[src/rtl/cla_pkg.sv]
`default_nettype none

package cla_pkg;

  localparam int unsigned CoreCount = 16;
  localparam int unsigned IdxW      = 4;
  localparam int unsigned CntW      = 64;
  localparam int unsigned CoresW    = 5;
  localparam int unsigned WaitW     = 4;

  localparam logic [WaitW-1:0]  SettleTicks = 4'd10;
  localparam logic [CoresW-1:0] MaxCoresRst = 5'd16;

  typedef enum logic {
    CmdSample = 1'b0,
    CmdTick   = 1'b1
  } cmd_e;

  typedef enum logic [1:0] {
    DecNone = 2'd0,
    DecDown = 2'd1,
    DecUp   = 2'd2
  } decision_e;

  typedef struct packed {
    cmd_e              cmd;
    logic [IdxW-1:0]   core_index;
    logic [CntW-1:0]   busy_count;
    logic [CntW-1:0]   timestamp;
    logic [CoresW-1:0] active_cores;
    logic              cores_ready;
    logic              scale_pending;
  } in_item_t;

  typedef struct packed {
    decision_e         decision;
    logic [CoresW-1:0] target_cores;
    logic              accepted;
    logic [CntW-1:0]   busy_average;
    logic [CntW-1:0]   cycles_average;
  } out_item_t;

  typedef struct packed {
    logic            eval;
    logic [CntW-1:0] avg_busy;
    logic [CntW-1:0] avg_cycles;
  } stats_t;

endpackage

`default_nettype wire

[src/rtl/cla_stats.sv]
`default_nettype none

module cla_stats (
  input  logic              clk_i,
  input  logic              rst_ni,
  input  logic              fire_i,
  input  cla_pkg::in_item_t item_i,
  output cla_pkg::stats_t   stats_o
);

  logic [cla_pkg::CntW-1:0] last_busy_q [cla_pkg::CoreCount];
  logic [cla_pkg::CntW-1:0] busy_sum_q, busy_sum_d;
  logic [cla_pkg::CntW-1:0] last_time_q, last_time_d;
  logic [cla_pkg::CntW-1:0] avg_busy_q, avg_busy_d;
  logic [cla_pkg::CntW-1:0] avg_cycles_q, avg_cycles_d;
  logic [cla_pkg::CntW-1:0] sample_delta;
  logic [cla_pkg::CntW-1:0] elapsed;
  logic [cla_pkg::CntW-1:0] wsum_busy;
  logic [cla_pkg::CntW-1:0] wsum_cycles;
  logic                     idx_ok;
  logic                     first_tick;
  logic                     eval;
  logic                     wr_busy;

  always_comb begin
    idx_ok       = ({1'b0, item_i.core_index} < (cla_pkg::IdxW+1)'(cla_pkg::CoreCount));
    sample_delta = item_i.busy_count - last_busy_q[item_i.core_index];
    elapsed      = item_i.timestamp - last_time_q;
    first_tick   = (last_time_q == '0);
    eval         = (item_i.cmd == cla_pkg::CmdTick) && item_i.cores_ready && !first_tick;
    wsum_busy    = (avg_busy_q << 3) - avg_busy_q + busy_sum_q;
    wsum_cycles  = (avg_cycles_q << 3) - avg_cycles_q + elapsed;

    busy_sum_d   = busy_sum_q;
    last_time_d  = last_time_q;
    avg_busy_d   = avg_busy_q;
    avg_cycles_d = avg_cycles_q;
    wr_busy      = 1'b0;

    if (item_i.cmd == cla_pkg::CmdSample) begin
      if (idx_ok) begin
        busy_sum_d = busy_sum_q + sample_delta;
        wr_busy    = 1'b1;
      end
    end else begin
      busy_sum_d = '0;
      if (item_i.cores_ready) begin
        last_time_d = item_i.timestamp;
      end
      if (eval) begin
        avg_busy_d   = wsum_busy >> 3;
        avg_cycles_d = wsum_cycles >> 3;
      end
    end
  end

  always_ff @(posedge clk_i or negedge rst_ni) begin
    if (!rst_ni) begin
      for (int i = 0; i < int'(cla_pkg::CoreCount); i++) begin
        last_busy_q[i] <= '0;
      end
      busy_sum_q   <= '0;
      last_time_q  <= '0;
      avg_busy_q   <= '0;
      avg_cycles_q <= '0;
    end else if (fire_i) begin
      if (wr_busy) begin
        last_busy_q[item_i.core_index] <= item_i.busy_count;
      end
      busy_sum_q   <= busy_sum_d;
      last_time_q  <= last_time_d;
      avg_busy_q   <= avg_busy_d;
      avg_cycles_q <= avg_cycles_d;
    end
  end

  assign stats_o.eval       = eval;
  assign stats_o.avg_busy   = avg_busy_q;
  assign stats_o.avg_cycles = avg_cycles_q;

endmodule

`default_nettype wire

[src/rtl/core_load_autoscaler.sv]
// Channel | Direction | Handshake               | Payload
// in      | input     | in_valid_i/in_stall_o   | in_data_i   (cla_pkg::in_item_t)
// out     | output    | out_valid_o/out_stall_i | out_data_o  (cla_pkg::out_item_t)
// cfg     | input     | cfg_we_i                | cfg_wdata_i (core cap)
//
// One item per cycle unless an output stall holds a tick in the input register.
// Samples retire in the statistics stage and produce no result.
// Stages: input register, statistics update, idle/threshold compute, decision and result.
// Reset clears all statistics and the settle counter; the core cap returns to 16.
// An output stall holds full stages; samples pass ticks held beyond the input register.
`default_nettype none

module core_load_autoscaler (
  input  logic                          clk_i,
  input  logic                          rst_ni,
  input  logic                          in_valid_i,
  output logic                          in_stall_o,
  input  cla_pkg::in_item_t             in_data_i,
  output logic                          out_valid_o,
  input  logic                          out_stall_i,
  output cla_pkg::out_item_t            out_data_o,
  input  logic                          cfg_we_i,
  input  logic [cla_pkg::CoresW-1:0]    cfg_wdata_i
);

  localparam int unsigned WideW = cla_pkg::CntW + 3;

  logic [cla_pkg::CoresW-1:0] core_cap_q;

  logic                       v0_q;
  cla_pkg::in_item_t          item0_q;
  cla_pkg::stats_t            stats;

  logic                       v1_q;
  logic                       s1_eval_q;
  logic [cla_pkg::CoresW-1:0] s1_cores_q;
  logic                       s1_pend_q;

  logic                       v2_q;
  logic                       s2_eval_q;
  logic [cla_pkg::CoresW-1:0] s2_cores_q;
  logic                       s2_pend_q;
  logic [cla_pkg::CntW-1:0]   s2_idle_q;
  logic [cla_pkg::CntW-1:0]   s2_thr_q;
  logic [cla_pkg::CntW-1:0]   s2_busy_q;
  logic [cla_pkg::CntW-1:0]   s2_cyc_q;

  logic                       out_valid_q;
  cla_pkg::out_item_t         out_q, out_d;
  logic [cla_pkg::WaitW-1:0]  wc_q, wc_d;

  logic fire0, fire1, fire2;
  logic rdy1, rdy2, rdy3;

  logic [cla_pkg::CntW-1:0]   prod;
  logic [cla_pkg::CntW-1:0]   idle;
  logic [cla_pkg::CntW-1:0]   cyc5;
  logic [WideW-1:0]           up_lhs;
  logic [cla_pkg::WaitW-1:0]  wc_inc;
  logic                       settled;
  logic                       do_dn;
  logic                       do_up;

  // handshake chain
  assign rdy3  = !out_valid_q || !out_stall_i;
  assign fire2 = v2_q && rdy3;
  assign rdy2  = !v2_q || rdy3;
  assign fire1 = v1_q && rdy2;
  assign rdy1  = !v1_q || rdy2;
  assign fire0 = v0_q && ((item0_q.cmd == cla_pkg::CmdSample) || rdy1);
  assign in_stall_o = v0_q && !fire0;

  always_ff @(posedge clk_i or negedge rst_ni) begin
    if (!rst_ni) begin
      core_cap_q <= cla_pkg::MaxCoresRst;
    end else if (cfg_we_i) begin
      core_cap_q <= cfg_wdata_i;
    end
  end

  always_ff @(posedge clk_i or negedge rst_ni) begin
    if (!rst_ni) begin
      v0_q <= 1'b0;
    end else if (in_valid_i && !in_stall_o) begin
      v0_q <= 1'b1;
    end else if (fire0) begin
      v0_q <= 1'b0;
    end
  end

  always_ff @(posedge clk_i) begin
    if (in_valid_i && !in_stall_o) begin
      item0_q <= in_data_i;
    end
  end

  cla_stats u_stats (
    .clk_i  (clk_i),
    .rst_ni (rst_ni),
    .fire_i (fire0),
    .item_i (item0_q),
    .stats_o(stats)
  );

  // stage 1: ticks only
  always_ff @(posedge clk_i or negedge rst_ni) begin
    if (!rst_ni) begin
      v1_q <= 1'b0;
    end else if (rdy1) begin
      v1_q <= fire0 && (item0_q.cmd == cla_pkg::CmdTick);
    end
  end

  always_ff @(posedge clk_i) begin
    if (fire0 && (item0_q.cmd == cla_pkg::CmdTick)) begin
      s1_eval_q  <= stats.eval;
      s1_cores_q <= item0_q.active_cores;
      s1_pend_q  <= item0_q.scale_pending;
    end
  end

  // stage 2: idle cycles and down threshold from the updated averages
  always_comb begin
    prod = '0;
    for (int i = 0; i < int'(cla_pkg::CoresW); i++) begin
      if (s1_cores_q[i]) begin
        prod = prod + (stats.avg_cycles << i);
      end
    end
    idle = prod - stats.avg_busy;
    cyc5 = stats.avg_cycles + (stats.avg_cycles << 2);
  end

  always_ff @(posedge clk_i or negedge rst_ni) begin
    if (!rst_ni) begin
      v2_q <= 1'b0;
    end else if (rdy2) begin
      v2_q <= fire1;
    end
  end

  always_ff @(posedge clk_i) begin
    if (fire1) begin
      s2_eval_q  <= s1_eval_q;
      s2_cores_q <= s1_cores_q;
      s2_pend_q  <= s1_pend_q;
      s2_idle_q  <= idle;
      s2_thr_q   <= cyc5 >> 2;
      s2_busy_q  <= stats.avg_busy;
      s2_cyc_q   <= stats.avg_cycles;
    end
  end

  // stage 3: settle count and decision; idle < cyc/5 iff 5*idle + 5 <= cyc
  always_comb begin
    up_lhs  = ({3'b000, s2_idle_q} << 2) + {3'b000, s2_idle_q} + WideW'(5);
    wc_inc  = (wc_q < cla_pkg::SettleTicks) ? wc_q + 1'b1 : wc_q;
    settled = s2_eval_q && (wc_inc >= cla_pkg::SettleTicks);
    do_dn   = settled && (s2_cores_q > cla_pkg::CoresW'(1)) && (s2_idle_q > s2_thr_q);
    do_up   = settled && !do_dn && (s2_cores_q < core_cap_q)
              && (up_lhs <= {3'b000, s2_cyc_q});

    wc_d = wc_q;
    if (s2_eval_q) begin
      wc_d = (do_dn || do_up) ? '0 : wc_inc;
    end

    out_d.busy_average   = s2_busy_q;
    out_d.cycles_average = s2_cyc_q;
    out_d.accepted       = (do_dn || do_up) && !s2_pend_q;
    priority if (do_dn) begin
      out_d.decision     = cla_pkg::DecDown;
      out_d.target_cores = s2_cores_q - 1'b1;
    end else if (do_up) begin
      out_d.decision     = cla_pkg::DecUp;
      out_d.target_cores = s2_cores_q + 1'b1;
    end else begin
      out_d.decision     = cla_pkg::DecNone;
      out_d.target_cores = '0;
    end
  end

  always_ff @(posedge clk_i or negedge rst_ni) begin
    if (!rst_ni) begin
      wc_q        <= '0;
      out_valid_q <= 1'b0;
    end else begin
      if (fire2) begin
        wc_q <= wc_d;
      end
      if (rdy3) begin
        out_valid_q <= fire2;
      end
    end
  end

  always_ff @(posedge clk_i) begin
    if (fire2) begin
      out_q <= out_d;
    end
  end

  assign out_valid_o = out_valid_q;
  assign out_data_o  = out_q;

  a_request_restarts_settle : assert property (@(posedge clk_i) disable iff (!rst_ni)
    (fire2 && (do_dn || do_up)) |=> (wc_q == '0))
    else $error("settle counter not cleared after a request");

  a_no_early_decision : assert property (@(posedge clk_i) disable iff (!rst_ni)
    (fire2 && (wc_q < cla_pkg::SettleTicks - 1'b1)) |=> (out_q.decision == cla_pkg::DecNone))
    else $error("decision made before settling");

  a_target_matches_decision : assert property (@(posedge clk_i) disable iff (!rst_ni)
    out_valid_o |-> ((out_data_o.decision == cla_pkg::DecNone)
                     == (out_data_o.target_cores == '0)))
    else $error("target inconsistent with decision");

  a_accept_needs_request : assert property (@(posedge clk_i) disable iff (!rst_ni)
    (out_valid_o && out_data_o.accepted) |-> (out_data_o.decision != cla_pkg::DecNone))
    else $error("accepted without a request");

  a_sample_never_stalls_on_output : assert property (@(posedge clk_i) disable iff (!rst_ni)
    (v0_q && (item0_q.cmd == cla_pkg::CmdSample)) |-> !in_stall_o)
    else $error("sample held behind a pending result");

endmodule

`default_nettype wire

[config.mk]
export PLATFORM = sky130hd
export DESIGN_NAME = core_load_autoscaler
export DESIGN_NICKNAME = d
export VERILOG_FILES = /design/src/rtl/cla_pkg.sv /design/src/rtl/cla_stats.sv /design/src/rtl/core_load_autoscaler.sv
export SDC_FILE = /design/constraint.sdc
export NUM_CORES = 2
export LEC_CHECK = 0
export BUFFER_PORTS_ARGS = -buffer_cell sky130_fd_sc_hd__buf_2
export CAP_MARGIN = 15
export CORE_MARGIN = 2
export CORE_UTILIZATION = 45
export CTS_BUF_LIST = sky130_fd_sc_hd__clkbuf_4 sky130_fd_sc_hd__clkbuf_8
export DETAILED_ROUTE_END_ITERATION = 8
export PLACE_DENSITY_LB_ADDON = 0.3
export SLEW_MARGIN = 30
export SYNTH_ARGS = -nofsm -noshare
export SYNTH_HDL_FRONTEND = slang
export SYNTH_SLANG_ARGS = --single-unit
[constraint.sdc]
create_clock -name clk_i -period 11.8 [get_ports clk_i]
set_input_delay 0.59 -clock clk_i [delete_from_list [all_inputs] [get_ports clk_i]]
set_output_delay 0.59 -clock clk_i [all_outputs]
set_load 0.03 [all_outputs]
==> results by stage <==
Synth:
- The share of synthesized registers carrying an async set or reset is 70.8%.
- The portion of netlist area occupied by mux cells is 11.8%.
- Synthesis handed over a netlist of 11289 instances.
- Ranked by total cell area, the synthesized netlist is headed by dfrtp_1 28%, edfxtp_1 14%, ha_1 8.6%.
- The count of yosys warnings during synthesis is 0.
- The synthesized netlist occupies a cell area of 117000 um2.
- In the synthesized netlist the dominant register cell turns out to be dfrtp_1.
- The area share of the largest cell type after synthesis is 27.6%.
- The synthesized-area fraction occupied by adder cells is 12.9%.
- The number of enable flip-flop cells after synthesis is 532.
- Sequential elements use 41.3% of the synthesized area.
- Counting flops and latches in the post-synthesis netlist gives 1819.
- The compound-gate portion of the synthesized area is 15.6%.
- The simple logic cell fraction of the synthesized area is 9.63%.
- The synthesized design spends more area on one cell type than any other, namely dfrtp_1.
- After synthesis, the netlist uses 101 different library cells.
- The combinational family with the most area after synthesis is compound AO/OA/AOI/OAI gates.
- The synthesized netlist devotes 4.14% of its cell area to XOR and XNOR gates.
- dfrtp_1 is the most common cell in the netlist.
- In the synthesized netlist, the cells that appear most often are 1286 x dfrtp_1, 1262 x nand2_1, 1126 x o21ai_0.
- The average cell area after synthesis is 10.3 um2.

Worst setup path:
- The worst setup path is captured at a flip-flop.
- Of all nets on the critical path, the largest fanout is 4.
- The data required time of the worst path is 12.54 ns.
- The cell occurring most often along the worst timing path is a21o_1.
- STA classifies the critical path startpoint as a flip-flop.
- The number of cells on the worst reg-to-reg path is 58.
- The worst setup path is of the flip-flop to flip-flop kind.
- The critical path data arrival time is 12.19 ns.
- The largest stage delay on the critical path is 0.41 ns.
- The slowest stage of the critical path is the or3_1 cell.

Global route:
- Summed over all layers, the global routing overflow is 0.
- The initial antenna violation count is 13.
- Across every metal layer, demand over resource in global routing totals 27.6%.
- The pin count of the biggest net entering global routing is 185.
- The first global-routing pass estimated 563000 um of wire.
- The number of global-route vias before repair was 95238.

Cells and area:
- The count of cells in the finished layout, fillers not included, comes to 16200.
- The number of nets in the layout is 13722.
- After routing the design area is 139000 um2.
- From synthesis to final layout, the design area changed by 18.9%.
- The post-route netlist has 24.1% of its cells at a drive strength greater than 1.
- Counting the fill cells in the layout gives 22649.

Routing:
- After the first detailed-routing iteration, the DRC count stood at 6749.
- In this run the remaining antenna-violating nets after routing total 0.
- The average wire length per cell after detail routing is 22.8 um.
- In the routed layout, each cell is associated on average with a via count of 5.71.
- The pre-antenna-repair detailed-routing pass consisted of 6 iterations.
- After detailed routing, the total wire length is 369000 um.
- The vias after detailed routing is 92458.
- After detailed routing, the number of remaining DRC violations is 0.

Timing:
- The final count of negative-setup-slack endpoints is 0.
- Hold is met by 0.0823 ns.
- The routed design could run at a clock period as short as 11.45 ns.
- The count of endpoints failing hold in the final timing report is 0.
- The number of max-slew violations in the final report is 0.
- Headroom to the max-slew limit came out at 25.7%.
- Across all setup checks in the final design, the least slack found is 0.353 ns.
- The maximum frequency from static timing analysis is 87.4 MHz.
- The final critical path takes up 97.0% of the cycle.
- The transition time at the pin with the least slew margin is 1.11 ns.
- The largest clock skew in the final design is 0.112 ns.

Placed design:
- At the end of routability-driven placement, the weighted congestion stood at 0.953.
- The post-placement setup slack is -0.367 ns.
- The instance count after placement with tap cells included is 15392.
- The half-perimeter wire length after placement is 273000 um.
- The cell area after placement is 128000 um2.
- The number of I/O port buffers is 281.

Worst hold path:
- In this run the worst hold path is classified as input pin to async pin.

Floorplan:
- The die is 513 um tall.
- The area of the die is 264000 um2.
- The I/O pin total is 288.
- The initial utilization of the core area, before any placement, comes to 45.1%.
- The total number of placement rows is 187.
- In this run the standard cell core region covers 259000 um2.
- The width of the die is 513 um.

Run:
- Max-cap violations in this run came to 0.

CTS:
- The maximum clock path buffer count is 4.
- CTS saw 1819 sinks.
- CTS built an H-tree with a depth of 5.
- The clock tree from TritonCTS is yes.
- The total CTS buffers is 322.
- The root buffer cell chosen for the clock tree is clkbuf_8.
- The worst-skew pair later-pin latency is 1.07 ns.
- The clock input transition at the sequential cells of the worst setup and hold paths is 0.07 ns.

Status:
- The run finished with clean final reports.
[through the flow]
step | util, % | setup TNS [ns]
6_report | 53.7 | 0
3_3_place_gp | 49.5 | -2.62
5_1_grt | 53.6 | -0.511
3_5_place_dp | 49.5 | -1.67
2_1_floorplan | - | 0
4_1_cts | 52.9 | 0
[sequential cells by signal, summed over array words and instances (netlist names), 61 cells and up]
signal / count
s2_idle_q: 64
s2_cyc_q: 61
u_stats.last_busy_q: 1024
s2_busy_q: 61
u_stats.busy_sum_q: 64
u_stats.avg_busy_q: 61
u_stats.last_time_q: 64
item0_q: 140
s2_thr_q: 62
out_data_o: 130
u_stats.avg_cycles_q: 61
[path summary, 6_finish.rpt]
path                                         startpoint                                    to  slack [ns]
worst min register to register   s2_busy_q[1]$_DFFE_PP_              out_data_o[65]$_DFFE_PP_        0.37
min in group clk_i                       in_data_i[108]                item0_q[108]$_DFFE_PP_        0.25
worst max-delay path            s1_cores_q[0]$_DFFE_PP_               s2_idle_q[63]$_DFFE_PP_        0.35
worst max register to register  s1_cores_q[0]$_DFFE_PP_               s2_idle_q[63]$_DFFE_PP_        0.35
max in group asynchronous                        rst_ni     u_stats.avg_busy_q[1]$_DFFE_PN0P_        8.78
worst min-delay path                             rst_ni  u_stats.last_busy_q[822]$_DFFE_PN0P_        0.08
[repair_timing]
action | CTS | global route
pin swaps | 15 | 135
gates resized for setup | 37 | 299
setup buffers | 4 | 40
hold buffers | 157 | 0
endpoints found under the setup margin | 13 | 28
gates cloned | 0 | 0
hold endpoints to repair | 325 | 0
[cells by family after synthesis]
| family | Yosys count |
|---|---|
| AO/OA/AOI/OAI | 3000 |
| buffers and inverters | 1455 |
| flip-flops | 1819 |
| adder cells (fa/ha/maj) | 1054 |
| XOR/XNOR | 551 |
| multiplexers | 905 |
| other | 1 |
| AND/OR/NAND/NOR | 2504 |
[worst max-delay path: cells and delay by family, from the launching register on]
kind            cells  cell delay [ns]
xor+xnor            6             0.98
compound gates     26             5.12
mux                 1             0.27
buf+inv             6             0.73
fa+ha+maj           6             1.74
flops               1             0.39
simple gates       13             1.91
[placed cells by master (no fill, tap or decap), types with 82 or more instances in the layout]
cell type      instances
dfrtp_1             1286
nand2_1             1247
o21ai_0             1080
buf_4                998
inv_1                885
ha_1                 767
a21oi_1              682
mux2_2               559
edfxtp_1             532
nor2_1               416
clkbuf_8             381
a21o_1               374
xnor2_1              329
mux4_2               320
buf_2                280
fa_1                 246
xor2_1               216
dlygate4sd3_1        157
nand3_1              151
nand4_1              127
clkbuf_4             104
o21bai_1              98
nor3_1                84
nor2b_1               82
[area by class of cell]
type	count	area [um2]	share of cell area [%]
antenna	16	40.0	0.0288
clock buffer	485	6020	4.34
clock inverter	101	1010	0.726
inverter	889	3340	2.40
multi-input combinational	8020	64900	46.8
sequential	1819	48200	34.7
tap	3402	4260	3.07
timing repair buffer	1468	11100	7.98
[layer usage]
| metal | up-vias | wire length (um) | share of wire (%) | global-route usage [%] |
|---|---|---|---|---|
| met3 | 723 | 18800 | 5.1 | 3.17 |
| met5 | - | 12 | 0.0033 | 0 |
| met1 | 45925 | 159000 | 43 | 36.7 |
| met4 | 2 | 17200 | 4.7 | 12.0 |
| li1 | 43048 | - | - | - |
| met2 | 2760 | 174000 | 47 | 45.7 |
Power is left out: the tool's default activity adds up to more than one toggle a clock period on the data nets, which glitch-free logic cannot reach.
